<file path="config.mk">
export PLATFORM = sky130hd
export DESIGN_NAME = midpoint_ellipse_rasterizer
export DESIGN_NICKNAME = d
export VERILOG_FILES = /design/src/design/mer_pkg.sv /design/src/design/midpoint_ellipse_rasterizer.sv /design/src/design/mer_ctrl.sv /design/src/design/mer_datapath.sv
export SDC_FILE = /design/constraint.sdc
export NUM_CORES = 2
export LEC_CHECK = 0
export BUFFER_PORTS_ARGS = -buffer_cell sky130_fd_sc_hd__buf_2
export CAP_MARGIN = 25
export CORE_ASPECT_RATIO = 0.7
export CORE_MARGIN = 5
export CORE_UTILIZATION = 55
export DETAILED_ROUTE_END_ITERATION = 6
export PLACE_DENSITY = 0.77
export SYNTH_ARGS = -nofsm -noshare
export SYNTH_HDL_FRONTEND = slang
export SYNTH_SLANG_ARGS = --single-unit
export TNS_END_PERCENT = 50
</file>
<file path="constraint.sdc">
create_clock -name clk_i -period 20.7 [get_ports clk_i]
set_clock_uncertainty 0.2 [all_clocks]
set_input_delay 3.105 -clock clk_i [delete_from_list [all_inputs] [get_ports clk_i]]
set_output_delay 3.105 -clock clk_i [all_outputs]
set_load 0.05 [all_outputs]
</file>
<file path="src/design/mer_pkg.sv">
package mer_pkg;

  localparam int RADIUS_BITS_DEF = 10;
  localparam int COORD_BITS_DEF  = 11;

  localparam logic MODE_START = 1'b0;

  typedef enum logic [3:0] {
    MUL_NONE,
    MUL_RX_RX,
    MUL_RY_RY,
    MUL_RXSQ_RY,
    MUL_TX_TX,
    MUL_RYSQ_PROD,
    MUL_TY_TY,
    MUL_RXSQ_PROD,
    MUL_RXSQ_RYSQ
  } mul_op_e;

  typedef enum logic [1:0] {
    ACC_HOLD,
    ACC_LOAD,
    ACC_ADD4,
    ACC_SUB4
  } acc_op_e;

  typedef struct packed {
    logic    load_start;
    mul_op_e mul_op;
    logic    lat_rxsq;
    logic    lat_rysq;
    logic    init_dec;
    logic    step_r1;
    logic    step_r2;
    acc_op_e acc_op;
    logic    fin_dec;
  } mer_cmd_t;

  typedef struct packed {
    logic r1_fin;
    logic r1_leave;
    logic r2_fin;
  } mer_stat_t;

endpackage

</file>
<file path="src/design/midpoint_ellipse_rasterizer.sv">
// Midpoint ellipse rasterizer. A start transfer (mode 0) latches the center and both radii;
// four setup steps follow, in which one shared multiplier forms rx squared, ry squared and
// rx squared times ry and the input is stalled. Each step transfer (mode 1) then delivers
// the four symmetric points of the current offset, updating the decision value from running
// increments. After the step that ends region 1, the region 2 start value is built in seven
// more steps (EN1 to EN7) that use the same multiplier and accumulator, with the input stalled.
// A step while idle is taken and gives nothing. A finished point set waits in the output
// register while the output is stalled, and no transfer is taken then; last marks the final
// point set of the ellipse.
module midpoint_ellipse_rasterizer import mer_pkg::*; #(
  parameter int RADIUS_BITS = RADIUS_BITS_DEF,
  parameter int COORD_BITS  = COORD_BITS_DEF
) (
  input  logic                         clk_i,
  input  logic                         rst_ni,
  input  logic                         in_valid_i,
  output logic                         in_stall_o,
  input  logic                         mode_i,
  input  logic [COORD_BITS-1:0]        center_x_i,
  input  logic [COORD_BITS-1:0]        center_y_i,
  input  logic [RADIUS_BITS-1:0]       radius_x_i,
  input  logic [RADIUS_BITS-1:0]       radius_y_i,
  output logic                         out_valid_o,
  input  logic                         out_stall_i,
  output logic signed [COORD_BITS+1:0] pa_x_o,
  output logic signed [COORD_BITS+1:0] pa_y_o,
  output logic signed [COORD_BITS+1:0] pb_x_o,
  output logic signed [COORD_BITS+1:0] pb_y_o,
  output logic signed [COORD_BITS+1:0] pc_x_o,
  output logic signed [COORD_BITS+1:0] pc_y_o,
  output logic signed [COORD_BITS+1:0] pd_x_o,
  output logic signed [COORD_BITS+1:0] pd_y_o,
  output logic                         last_o
);

  mer_cmd_t  cmd;
  mer_stat_t stat;

  mer_ctrl u_ctrl (
    .clk_i       (clk_i),
    .rst_ni      (rst_ni),
    .in_valid_i  (in_valid_i),
    .mode_i      (mode_i),
    .out_stall_i (out_stall_i),
    .stat_i      (stat),
    .in_stall_o  (in_stall_o),
    .out_valid_o (out_valid_o),
    .cmd_o       (cmd)
  );

  mer_datapath #(
    .RADIUS_BITS (RADIUS_BITS),
    .COORD_BITS  (COORD_BITS)
  ) u_datapath (
    .clk_i      (clk_i),
    .cmd_i      (cmd),
    .center_x_i (center_x_i),
    .center_y_i (center_y_i),
    .radius_x_i (radius_x_i),
    .radius_y_i (radius_y_i),
    .stat_o     (stat),
    .pa_x_o     (pa_x_o),
    .pa_y_o     (pa_y_o),
    .pb_x_o     (pb_x_o),
    .pb_y_o     (pb_y_o),
    .pc_x_o     (pc_x_o),
    .pc_y_o     (pc_y_o),
    .pd_x_o     (pd_x_o),
    .pd_y_o     (pd_y_o),
    .last_o     (last_o)
  );

endmodule

</file>
<file path="src/design/mer_ctrl.sv">
module mer_ctrl import mer_pkg::*; (
  input  logic      clk_i,
  input  logic      rst_ni,
  input  logic      in_valid_i,
  input  logic      mode_i,
  input  logic      out_stall_i,
  input  mer_stat_t stat_i,
  output logic      in_stall_o,
  output logic      out_valid_o,
  output mer_cmd_t  cmd_o
);

  typedef enum logic [13:0] {
    ST_IDLE = 14'h0001,
    ST_R1   = 14'h0002,
    ST_R2   = 14'h0004,
    ST_SU1  = 14'h0008,
    ST_SU2  = 14'h0010,
    ST_SU3  = 14'h0020,
    ST_SU4  = 14'h0040,
    ST_EN1  = 14'h0080,
    ST_EN2  = 14'h0100,
    ST_EN3  = 14'h0200,
    ST_EN4  = 14'h0400,
    ST_EN5  = 14'h0800,
    ST_EN6  = 14'h1000,
    ST_EN7  = 14'h2000
  } state_e;

  state_e state_q, state_d;
  logic   out_valid_q, out_valid_d;
  logic   ready;
  logic   accept;
  logic   emit;

  assign ready      = state_q inside {ST_IDLE, ST_R1, ST_R2};
  assign in_stall_o = !ready || (out_valid_q && out_stall_i);
  assign accept     = in_valid_i && !in_stall_o;
  assign emit       = cmd_o.step_r1 || cmd_o.step_r2;

  always_comb begin
    cmd_o   = '0;
    state_d = state_q;
    case (state_q)
      ST_IDLE: begin
        if (accept && mode_i == MODE_START) begin
          cmd_o.load_start = 1'b1;
          state_d          = ST_SU1;
        end
      end
      ST_R1: begin
        if (accept) begin
          if (mode_i == MODE_START) begin
            cmd_o.load_start = 1'b1;
            state_d          = ST_SU1;
          end else begin
            cmd_o.step_r1 = 1'b1;
            if (stat_i.r1_fin) begin
              state_d = ST_IDLE;
            end else if (stat_i.r1_leave) begin
              state_d = ST_EN1;
            end
          end
        end
      end
      ST_R2: begin
        if (accept) begin
          if (mode_i == MODE_START) begin
            cmd_o.load_start = 1'b1;
            state_d          = ST_SU1;
          end else begin
            cmd_o.step_r2 = 1'b1;
            if (stat_i.r2_fin) begin
              state_d = ST_IDLE;
            end
          end
        end
      end
      ST_SU1: begin
        cmd_o.mul_op = MUL_RX_RX;
        state_d      = ST_SU2;
      end
      ST_SU2: begin
        cmd_o.lat_rxsq = 1'b1;
        cmd_o.mul_op   = MUL_RY_RY;
        state_d        = ST_SU3;
      end
      ST_SU3: begin
        cmd_o.lat_rysq = 1'b1;
        cmd_o.mul_op   = MUL_RXSQ_RY;
        state_d        = ST_SU4;
      end
      ST_SU4: begin
        cmd_o.init_dec = 1'b1;
        state_d        = ST_R1;
      end
      ST_EN1: begin
        cmd_o.mul_op = MUL_TX_TX;
        state_d      = ST_EN2;
      end
      ST_EN2: begin
        cmd_o.mul_op = MUL_RYSQ_PROD;
        state_d      = ST_EN3;
      end
      ST_EN3: begin
        cmd_o.acc_op = ACC_LOAD;
        cmd_o.mul_op = MUL_TY_TY;
        state_d      = ST_EN4;
      end
      ST_EN4: begin
        cmd_o.mul_op = MUL_RXSQ_PROD;
        state_d      = ST_EN5;
      end
      ST_EN5: begin
        cmd_o.acc_op = ACC_ADD4;
        cmd_o.mul_op = MUL_RXSQ_RYSQ;
        state_d      = ST_EN6;
      end
      ST_EN6: begin
        cmd_o.acc_op = ACC_SUB4;
        state_d      = ST_EN7;
      end
      ST_EN7: begin
        cmd_o.fin_dec = 1'b1;
        state_d       = ST_R2;
      end
      default: begin
        state_d = ST_IDLE;
      end
    endcase
  end

  assign out_valid_d = emit || (out_valid_q && out_stall_i);
  assign out_valid_o = out_valid_q;

  always_ff @(posedge clk_i or negedge rst_ni) begin
    if (!rst_ni) begin
      state_q     <= ST_IDLE;
      out_valid_q <= 1'b0;
    end else begin
      state_q     <= state_d;
      out_valid_q <= out_valid_d;
    end
  end

endmodule

</file>
<file path="src/design/mer_datapath.sv">
module mer_datapath import mer_pkg::*; #(
  parameter int RADIUS_BITS = RADIUS_BITS_DEF,
  parameter int COORD_BITS  = COORD_BITS_DEF
) (
  input  logic                         clk_i,
  input  mer_cmd_t                     cmd_i,
  input  logic [COORD_BITS-1:0]        center_x_i,
  input  logic [COORD_BITS-1:0]        center_y_i,
  input  logic [RADIUS_BITS-1:0]       radius_x_i,
  input  logic [RADIUS_BITS-1:0]       radius_y_i,
  output mer_stat_t                    stat_o,
  output logic signed [COORD_BITS+1:0] pa_x_o,
  output logic signed [COORD_BITS+1:0] pa_y_o,
  output logic signed [COORD_BITS+1:0] pb_x_o,
  output logic signed [COORD_BITS+1:0] pb_y_o,
  output logic signed [COORD_BITS+1:0] pc_x_o,
  output logic signed [COORD_BITS+1:0] pc_y_o,
  output logic signed [COORD_BITS+1:0] pd_x_o,
  output logic signed [COORD_BITS+1:0] pd_y_o,
  output logic                         last_o
);

  localparam int SQ_W   = 2 * RADIUS_BITS;
  localparam int X_W    = RADIUS_BITS + 1;
  localparam int Y_W    = RADIUS_BITS + 2;
  localparam int TX_W   = X_W + 1;
  localparam int A_W    = 2 * RADIUS_BITS + 1;
  localparam int B_W    = 2 * RADIUS_BITS + 5;
  localparam int PROD_W = A_W + B_W;
  localparam int DEC_W  = PROD_W + 2;
  localparam int OUT_W  = COORD_BITS + 2;
  localparam int SUM_W  = ((COORD_BITS > X_W) ? COORD_BITS : X_W) + 2;

  logic [COORD_BITS-1:0]    org_x_q, org_y_q;
  logic [RADIUS_BITS-1:0]   rx_q;
  logic [SQ_W-1:0]          rxsq_q, rysq_q;
  logic [X_W-1:0]           off_x_q;
  logic signed [Y_W-1:0]    off_y_q;
  logic signed [DEC_W-1:0]  dx_q, dy_q, dec_q, acc_q, prod_q;

  logic signed [OUT_W-1:0]  pa_x_q, pa_y_q, pb_x_q, pb_y_q;
  logic signed [OUT_W-1:0]  pc_x_q, pc_y_q, pd_x_q, pd_y_q;
  logic                     last_q;

  logic [RADIUS_BITS-1:0]   ry_w;
  logic [TX_W-1:0]          tx;
  logic signed [A_W-1:0]    mul_a;
  logic signed [B_W-1:0]    mul_b;
  logic signed [PROD_W-1:0] mul_full;

  logic signed [DEC_W-1:0]  rxsq_ext, rysq_ext, rx2x2, ry2x2;
  logic signed [DEC_W-1:0]  dx_inc, dy_dec, r1_dy_next;
  logic signed [DEC_W-1:0]  r1_dec_next, r2_dec_next, init_dec_val;
  logic signed [DEC_W-1:0]  acc_adj, fin_dec_val;
  logic signed [Y_W-1:0]    y_dec, r1_y_next;
  logic [X_W-1:0]           x_inc;
  logic                     dec_neg, dec_pos;

  logic signed [SUM_W-1:0]  org_x_s, org_y_s, off_x_s, off_y_s;
  logic signed [SUM_W-1:0]  xp, xm, yp, ym;

  assign ry_w = off_y_q[RADIUS_BITS-1:0];
  assign tx   = {off_x_q, 1'b1};

  assign rxsq_ext = {{(DEC_W-SQ_W){1'b0}}, rxsq_q};
  assign rysq_ext = {{(DEC_W-SQ_W){1'b0}}, rysq_q};
  assign rx2x2    = {rxsq_ext[DEC_W-2:0], 1'b0};
  assign ry2x2    = {rysq_ext[DEC_W-2:0], 1'b0};

  assign dx_inc  = dx_q + ry2x2;
  assign dy_dec  = dy_q - rx2x2;
  assign dec_neg = dec_q[DEC_W-1];
  assign dec_pos = !dec_neg && (dec_q != '0);
  assign y_dec   = off_y_q - {{(Y_W-1){1'b0}}, 1'b1};
  assign x_inc   = off_x_q + {{(X_W-1){1'b0}}, 1'b1};

  assign r1_y_next  = dec_neg ? off_y_q : y_dec;
  assign r1_dy_next = dec_neg ? dy_q : dy_dec;

  assign stat_o.r1_fin   = r1_y_next[Y_W-1];
  assign stat_o.r1_leave = dx_inc > r1_dy_next;
  assign stat_o.r2_fin   = y_dec[Y_W-1];

  assign r1_dec_next = dec_neg ? (dec_q + dx_inc + rysq_ext)
                               : (dec_q + dx_inc - dy_dec + rysq_ext);
  assign r2_dec_next = dec_pos ? (dec_q + rxsq_ext - dy_dec)
                               : (dec_q + dx_inc - dy_dec + rxsq_ext);
  assign init_dec_val = rysq_ext - prod_q
                      + {{(DEC_W-SQ_W+2){1'b0}}, rxsq_q[SQ_W-1:2]};

  // Division by four that rounds toward zero.
  assign acc_adj     = acc_q + {{(DEC_W-2){1'b0}}, {2{acc_q[DEC_W-1]}}};
  assign fin_dec_val = {{2{acc_adj[DEC_W-1]}}, acc_adj[DEC_W-1:2]};

  always_comb begin
    mul_a = '0;
    mul_b = '0;
    case (cmd_i.mul_op)
      MUL_RX_RX: begin
        mul_a = {{(A_W-RADIUS_BITS){1'b0}}, rx_q};
        mul_b = {{(B_W-RADIUS_BITS){1'b0}}, rx_q};
      end
      MUL_RY_RY: begin
        mul_a = {{(A_W-RADIUS_BITS){1'b0}}, ry_w};
        mul_b = {{(B_W-RADIUS_BITS){1'b0}}, ry_w};
      end
      MUL_RXSQ_RY: begin
        mul_a = {{(A_W-SQ_W){1'b0}}, rxsq_q};
        mul_b = {{(B_W-RADIUS_BITS){1'b0}}, ry_w};
      end
      MUL_TX_TX: begin
        mul_a = {{(A_W-TX_W){1'b0}}, tx};
        mul_b = {{(B_W-TX_W){1'b0}}, tx};
      end
      MUL_RYSQ_PROD: begin
        mul_a = {{(A_W-SQ_W){1'b0}}, rysq_q};
        mul_b = prod_q[B_W-1:0];
      end
      MUL_TY_TY: begin
        mul_a = {{(A_W-Y_W){y_dec[Y_W-1]}}, y_dec};
        mul_b = {{(B_W-Y_W){y_dec[Y_W-1]}}, y_dec};
      end
      MUL_RXSQ_PROD: begin
        mul_a = {{(A_W-SQ_W){1'b0}}, rxsq_q};
        mul_b = prod_q[B_W-1:0];
      end
      MUL_RXSQ_RYSQ: begin
        mul_a = {{(A_W-SQ_W){1'b0}}, rxsq_q};
        mul_b = {{(B_W-SQ_W){1'b0}}, rysq_q};
      end
      default: begin
        mul_a = '0;
        mul_b = '0;
      end
    endcase
  end

  assign mul_full = mul_a * mul_b;

  assign org_x_s = {{(SUM_W-COORD_BITS){1'b0}}, org_x_q};
  assign org_y_s = {{(SUM_W-COORD_BITS){1'b0}}, org_y_q};
  assign off_x_s = {{(SUM_W-X_W){1'b0}}, off_x_q};
  assign off_y_s = {{(SUM_W-Y_W){off_y_q[Y_W-1]}}, off_y_q};
  assign xp      = org_x_s + off_x_s;
  assign xm      = org_x_s - off_x_s;
  assign yp      = org_y_s + off_y_s;
  assign ym      = org_y_s - off_y_s;

  always_ff @(posedge clk_i) begin
    if (cmd_i.load_start) begin
      org_x_q <= center_x_i;
      org_y_q <= center_y_i;
      rx_q    <= radius_x_i;
      off_x_q <= '0;
      off_y_q <= {2'b00, radius_y_i};
      dx_q    <= '0;
    end
    if (cmd_i.mul_op != MUL_NONE) begin
      prod_q <= {{2{mul_full[PROD_W-1]}}, mul_full};
    end
    if (cmd_i.lat_rxsq) begin
      rxsq_q <= prod_q[SQ_W-1:0];
    end
    if (cmd_i.lat_rysq) begin
      rysq_q <= prod_q[SQ_W-1:0];
    end
    if (cmd_i.init_dec) begin
      dy_q  <= {prod_q[DEC_W-2:0], 1'b0};
      dec_q <= init_dec_val;
    end
    if (cmd_i.step_r1) begin
      off_x_q <= x_inc;
      dx_q    <= dx_inc;
      dec_q   <= r1_dec_next;
      if (!dec_neg) begin
        off_y_q <= y_dec;
        dy_q    <= dy_dec;
      end
    end
    if (cmd_i.step_r2) begin
      off_y_q <= y_dec;
      dy_q    <= dy_dec;
      dec_q   <= r2_dec_next;
      if (!dec_pos) begin
        off_x_q <= x_inc;
        dx_q    <= dx_inc;
      end
    end
    case (cmd_i.acc_op)
      ACC_HOLD: begin
        acc_q <= acc_q;
      end
      ACC_LOAD: begin
        acc_q <= prod_q;
      end
      ACC_ADD4: begin
        acc_q <= acc_q + {prod_q[DEC_W-3:0], 2'b00};
      end
      ACC_SUB4: begin
        acc_q <= acc_q - {prod_q[DEC_W-3:0], 2'b00};
      end
      default: begin
        acc_q <= acc_q;
      end
    endcase
    if (cmd_i.fin_dec) begin
      dec_q <= fin_dec_val;
    end
    if (cmd_i.step_r1 || cmd_i.step_r2) begin
      pa_x_q <= xp[OUT_W-1:0];
      pa_y_q <= yp[OUT_W-1:0];
      pb_x_q <= xm[OUT_W-1:0];
      pb_y_q <= ym[OUT_W-1:0];
      pc_x_q <= xp[OUT_W-1:0];
      pc_y_q <= ym[OUT_W-1:0];
      pd_x_q <= xm[OUT_W-1:0];
      pd_y_q <= yp[OUT_W-1:0];
      last_q <= cmd_i.step_r1 ? stat_o.r1_fin : stat_o.r2_fin;
    end
  end

  assign pa_x_o = pa_x_q;
  assign pa_y_o = pa_y_q;
  assign pb_x_o = pb_x_q;
  assign pb_y_o = pb_y_q;
  assign pc_x_o = pc_x_q;
  assign pc_y_o = pc_y_q;
  assign pd_x_o = pd_x_q;
  assign pd_y_o = pd_y_q;
  assign last_o = last_q;

endmodule

</file>
## Yosys cells after proc, flatten, opt, wreduce, memory -nomap -nowiden

Cells that the tools add are included.

| storage, ports and cells | value |
|---|---|
| flip-flop bits (word level) | 401 |
| input bits | 47 |
| output and inout bits | 107 |

| cells by class | value |
|---|---|
| $add $sub $neg | 20 |
| $mul | 1 |
| order comparisons | 1 |
| equality and inequality tests | 30 |
| mux-type cells | 51 |
| bitwise operators | 1 |
| reduce and logical (&&, ||, !) cells | 20 |

Operators with widths:

| kind | number |
|---|---|
| 48-bit two-way mux | 15 |
| 14-bit one-hot mux with 14 select lines | 1 |
| 48-bit by 21-bit adder with 48-bit output | 4 |
| 25-bit one-hot mux with 6 select lines | 1 |
| 48-bit one-hot mux with 3 select lines | 1 |
| 48-bit subtractor | 3 |
| 21-bit one-hot mux with 6 select lines | 1 |
| 14-bit two-way mux | 8 |
| 48-bit adder | 2 |
| 12-bit two-way mux | 5 |
| 48-bit by 18-bit adder with 48-bit output | 1 |
| 48-bit by 2-bit adder with 48-bit output | 1 |
| 48-bit by 22-bit adder with 48-bit output | 1 |
| 48-bit > comparator | 1 |
| 48-bit nonzero test | 1 |
| 48-bit by 22-bit subtractor with 48-bit output | 1 |
| 21-bit by 46-bit subtractor with 47-bit output | 1 |
| 21-bit by 25-bit multiplier with 46-bit output | 1 |
| 11-bit two-way mux | 4 |
| 4-bit one-hot mux with 8 select lines | 1 |
| 4-bit by 3-bit == test with 1-bit output (second input constant) | 4 |
| 14-bit by 1-bit == test with 1-bit output (second input constant) | 1 |
| 14-bit by 10-bit == test with 1-bit output (second input constant) | 1 |
| 14-bit by 11-bit == test with 1-bit output (second input constant) | 1 |
| 39 further kinds | 63 |

## Longest topological paths before layout

| depth | value |
|---|---|
| depth after elaboration | 13 |
| mapped depth | 41 |
| gate-level depth less buffers | 39 |

## By module

Synthesis repeated with hierarchy kept, for this count alone.

| second synthesis, totals | value |
|---|---|
| cell total of the unflattened synthesis | 7353 |
| area total of the unflattened synthesis | 61979.4 um2 |

By module, submodules not included:

| module | times used | cells an instance | area an instance (um2) | seq. area each (um2) |
|---|---|---|---|---|
| mer_datapath | 1 | 7238 | 60915.9 | 10299.9 |
| mer_ctrl | 1 | 115 | 1063.5 | 376.6 |

## Worst setup path after synthesis

Ideal clock, no wire load.

| timing | value |
|---|---|
| path type | flip-flop to flip-flop |
| start | register u_ctrl.state_q[1] |
| end | register u_datapath.prod_q[42], data pin |
| data arrival time | 11.017 ns |
| required time | 20.365 ns |
| setup slack | 9.348 ns |
| stages on the path, launching flop included | 40 |
| path buffers | 4 |
| period minus slack after synthesis | 11.352 ns |
| cell sequence | dfrtp_1 clkbuf_1 or3_1 nor4_1 nand2_1 or3_1 nor3_1 or3_1 clkbuf_1 clkbuf_1 nand2_1 nand3_1 clkbuf_1 nand2_1 fa_1 inv_1 fa_1 inv_1 (+4 left out) fa_1 inv_1 fa_1 inv_1 ha_1 a21o_1 a21oi_1 o21bai_1 a21o_1 a21o_1 a21o_1 a21oi_1 o31a_1 o211ai_1 a31oi_1 o21ai_0 or4b_2 nand3_1 |

| between the ends | value |
|---|---|
| cells in the longest elaborated chain, start to end | 6 |

RTL lines:

| what | RTL line | source |
|---|---|---|
| from (decl) | mer_ctrl.sv:30 | `state_e state_q, state_d;` |
| from (signal assigned) | mer_ctrl.sv:141 | `state_q <= state_d;` |
| 14-bit by 12-bit == test with 1-bit output (tied with other cells) | mer_ctrl.sv:44 | `case (state_q)` |
| 4-bit one-hot mux with 8 select lines * | mer_ctrl.sv:44 |  |
| 4-bit by 2-bit == test with 1-bit output (tied with other cells) | mer_datapath.sv:98 | `case (cmd_i.mul_op)` |
| 3-bit OR reduction (no line) or 2-bit OR reduction (tied branches) | - |  |
| 21-bit one-hot mux with 6 select lines or 25-bit one-hot mux with 6 select lines (tied branches) | mer_datapath.sv:98 |  |
| 21-bit by 25-bit multiplier with 46-bit output * | mer_datapath.sv:138 | `assign mul_full = mul_a * mul_b;` |
| net u_datapath.mul_full[42] | mer_datapath.sv:49 | `logic signed [PROD_W-1:0] mul_full;` |
| to (signal assigned) | mer_datapath.sv:159 | `prod_q <= {{2{mul_full[PROD_W-1]}}, mul_full};` |
| to (decl) | mer_datapath.sv:39 | `logic signed [DEC_W-1:0] dx_q, dy_q, dec_q, acc_q, prod_q;` |

The timed path passes the listed nets; every way through them passes the cells marked *.
A chain may end at the register's enable or synchronous reset.

## Final worst setup path

| timing | value |
|---|---|
| start | register u_datapath.off_y_q[0] |
| end | register u_datapath.prod_q[43], data pin |

| between the ends | value |
|---|---|
| cells in the longest elaborated chain, start to end | 3 |

RTL lines:

| what | RTL line | source |
|---|---|---|
| from (decl) | mer_datapath.sv:38 | `logic signed [Y_W-1:0] off_y_q;` |
| from (signal assigned) | mer_datapath.sv:155 | `off_y_q <= {2'b00, radius_y_i};` |
| from (signal assigned) | mer_datapath.sv:176 | `off_y_q <= y_dec;` |
| from (signal assigned) | mer_datapath.sv:181 | `off_y_q <= y_dec;` |
| 12-bit by 1-bit subtractor with 12-bit output | mer_datapath.sv:74 | `assign y_dec = off_y_q - {{(Y_W-1){1'b0}}, 1'b1};` |
| 21-bit one-hot mux with 6 select lines or 25-bit one-hot mux with 6 select lines (tied branches) | mer_datapath.sv:98 |  |
| 21-bit by 25-bit multiplier with 46-bit output * | mer_datapath.sv:138 |  |
| net u_datapath.mul_full[43] | mer_datapath.sv:49 |  |

Marked as above.

==> impl_metrics.csv <==
group,metric,value,unit
floorplan,die_y,290,µm
setup_path,cp.arrival,12320,ps
sta,drv_slew,0,
cts,path_clk_slew,70,ps
synthesis,synthDistinctLibCells,104,
synthesis,synthTopCellsByCount,"873 x inv_1, 831 x nand2_1, 606 x nor2_1, 569 x fa_1, 546 x ha_1",
cts,cts_tree,"done",
synthesis,synth_area,61800,µm²
power,peakVddDrop,0.0924,mV
setup_path,reg2reg_to,"u_datapath.prod_q[43]$_DFFE_PP_",
final_layout,fin_nets,8568,
synthesis,async_flop_share,3.78,%
synthesis,synthFlopType,"edfxtp_1",
setup_path,critPathCapture,"u_datapath.prod_q[43]$_DFFE_PP_",
drt,drtIter0Drc,7426,
cts,cts_resized,0,
sta,finalHoldViolations,0,
sta,setup_viol,0,
cts,clock_path_buffers,3,
setup_path,startpoint,"u_datapath.off_y_q[0]$_DFF_P_",
synthesis,yosys_register_bits,397,
drt,via_per_inst,6.47,
floorplan,die_x,411,µm
sta,fin_crit,12180,ps
global_route,grt_max_degree,62,
synthesis,synth_mux_area_share,0.877,%
placement,portBuffers,151,
global_route,grt-ovfl-total,0,
floorplan,io_pins,154,
cts,clock_latency,650,ps
power,p_per_area,96.9,nW/µm²
synthesis,synth_xor_area_share,8.58,%
setup_path,cp.required,20840,ps
power,p_leak,0.0299,µW
synthesis,yosys-top-cells-area,"fa_1 18%, edfxtp_1 13%, ha_1 11%, inv_1 5.3%, xnor2_1 5.3%",
global_route,grtUsageTotal,37.0,%
sta,fmax,0.0821,GHz
synthesis,yosys.area.top_type_share,18.4,%
synthesis,avgSynthCellArea,8.30,µm²
setup_path,r2r_slack,8520,ps
floorplan,row_count,102,
global_route,grt_pass1_wl,338000,µm
synthesis,synth_compound_area_share,18.4,%
setup_path,worst-path-max-fanout,37,
placement,gp_congestion,1.05,
global_route,grt_antenna_before_repair,9,
sta,grt_setup_unrepaired,"no",
drt,drc,0,
setup_path,rr_worst_depth,36,
placement,hpwl,185000,µm
cts,clockRootBuffer,"clkbuf_16",
synthesis,yosys.area_share.simple,17.5,%
synthesis,synth.yosys.seq_area_share,17.3,%
sta,slew_headroom,20.2,%
worst_hold_path,hold_depth,2,
worst_hold_path,worstHoldPathType,"reg2reg",
drt,final_antenna_net_count,0,
synthesis,yosysWarningCount,0,
setup_path,critPathTopFamily,"adder cells",
cts,clkSinkCount,397,
sta,period_share,58.9,%
cts,h-tree-depth,2,
synthesis,yosys.area_share.adder,29.5,%
setup_path,cpPeakStageDelay,770,ps
power,totalPowerFinal,6340,µW
placement,dp_worst_setup_slack,8650,ps
outcome,status,"finished, final reports clean",
setup_path,critPathKind,"reg2reg",
setup_path,worst_setup_path_end_kind,"register",
cts,post_cts_buffers,0,
drt,dr.pass1.iters,7,
setup_path,setup.worst_path.start_class,"register",
floorplan,start_util,55.6,%
sta,whs,261,ps
synthesis,synthCells,7441,
drt,drt_wl_total,228000,µm
synthesis,synth_top_family_by_area,"adder cells",
sta,worstMarginPinSlew,1200,ps
setup_path,critPathBufInv,8,
sta,setup_tns,0,ps
synthesis,synth_area_leader_cell,"fa_1",
global_route,grt_pass1_vias,54017,
setup_path,crit_slowest_cell,"a221o_1",
floorplan,dieArea,119000,µm²
drt,wl_per_cell,25.6,µm
run,cap_violations,0,
synthesis,yosysMostFrequentCell,"inv_1",
synthesis,synth_edf_count,265,
cts,hold_buffers,0,
sta,setup_ws,8520,ps
final_layout,syn2layout_area_growth,5.93,%
drt,num_vias,57678,
final_layout,layout-drive-gt1-share,6.14,%
setup_path,reg2reg_from,"u_datapath.off_y_q[0]$_DFF_P_",
floorplan,core-area,111000,µm²
cts,cts-buffers-inserted,46,
setup_path,cp.depth,36,
state kept, by name, indices dropped and copies added (netlist names):
register and cells:
u_datapath.off_x_q 11, u_datapath.last_o 1, u_datapath.rxsq_q 20, u_datapath.pb_y_o 13
u_ctrl.state_q 14, u_datapath.dx_q 48, u_datapath.pd_x_o 11, u_datapath.prod_q 46
u_datapath.dec_q 48, u_datapath.pc_x_o 12, u_ctrl.out_valid_o 1, u_datapath.off_y_q 12
u_datapath.rx_q 10, u_datapath.org_y_q 11, u_datapath.dy_q 48, u_datapath.org_x_q 11
u_datapath.pd_y_o 12, u_datapath.rysq_q 20, u_datapath.acc_q 48
worst reg2reg max path, delay by kind of cell, from the launching register on:
family,cells,cell delay [ps]
AND/OR/NAND/NOR,9,2650
buffers and inverters,8,1180
AO/OA/AOI/OAI,9,3380
flip-flops,1,390
adder cells (fa/ha/maj),8,3670
XOR/XNOR,2,430
final cells by class:
type                       instances  area, µm²
antenna                           10       25.0
clock buffer                      59       1270
clock inverter                    27        287
fill                            9864      45600
inverter                         875       3280
multi-input combinational       5827      46400
sequential                       397      10700
tap                             1456       1820
timing repair buffer             259       1600
cells in the final DEF (no fill, tap or decap), types with 28 or more instances in the layout:
master and n:
o21bai_1 71, mux2i_1 35, buf_4 97, edfxtp_1 265
nand3_1 163, nand4_1 88, inv_1 871, o31ai_1 44
clkbuf_16 48, nor2_1 601, or3_1 47, and2_1 56
o211ai_1 68, xnor2_1 371, o21a_1 63, a21oi_1 505
buf_2 155, a211o_1 28, a21o_1 209, a211oi_1 90
a31oi_1 50, and3_1 97, o21ai_0 299, ha_1 546
dfxtp_1 117, nor4_1 51, nor2b_1 50, nand2b_1 75
fa_1 569, nor3_1 110, a221oi_1 28, nand2_1 827
a221o_1 31, xor2_1 229
worst min-delay path by stage:
stage	startpoint	end	slack, ps
after floorplan	u_datapath.dx_q[10]$_DFF_P_	u_datapath.dx_q[10]$_DFF_P_	240
after global placement	u_datapath.dx_q[19]$_DFF_P_	u_datapath.dx_q[19]$_DFF_P_	250
after detailed placement	u_datapath.dx_q[10]$_DFF_P_	u_datapath.dx_q[10]$_DFF_P_	250
after CTS	u_datapath.dx_q[10]$_DFF_P_	u_datapath.dx_q[10]$_DFF_P_	260
after global routing	u_datapath.dx_q[10]$_DFF_P_	u_datapath.dx_q[10]$_DFF_P_	290
final	u_datapath.dx_q[17]$_DFF_P_	u_datapath.dx_q[17]$_DFF_P_	260
power by group:
group          internal, µW  leakage, µW  switching, µW
clock                   480     0.000754            387
sequential              961      0.00357            178
combinational          1610       0.0256           2720
cell families (layout without fill, tap and decap cells):
kind of cell,count (synthesis),in the layout
multiplexers,52,52
XOR/XNOR,602,602
adder cells (fa/ha/maj),1115,1115
flip-flops,397,397
AO/OA/AOI/OAI,1728,1728
buffers and inverters,1231,1220
AND/OR/NAND/NOR,2314,2314
other,2,26
metal layers:
metal | share of wire (%) | global-route usage, % | routed length, µm
met1 | 42 | 54.6 | 95800
met2 | 37 | 48.2 | 85300
met3 | 18 | 17.5 | 40100
met4 | 2.9 | 9.04 | 6700
met5 | 0.12 | 1.28 | 274
per-stage QoR:
step	utilization, %	std cells	cell area [µm²]
2_1_floorplan	-	7455	61800
3_3_place_gp	57.4	8802	63700
3_5_place_dp	57.4	8805	63700
4_1_cts	58.8	8891	65300
5_1_grt	58.9	8900	65400
6_report	58.9	8910	65400
(Power assumes the default switching activity.)
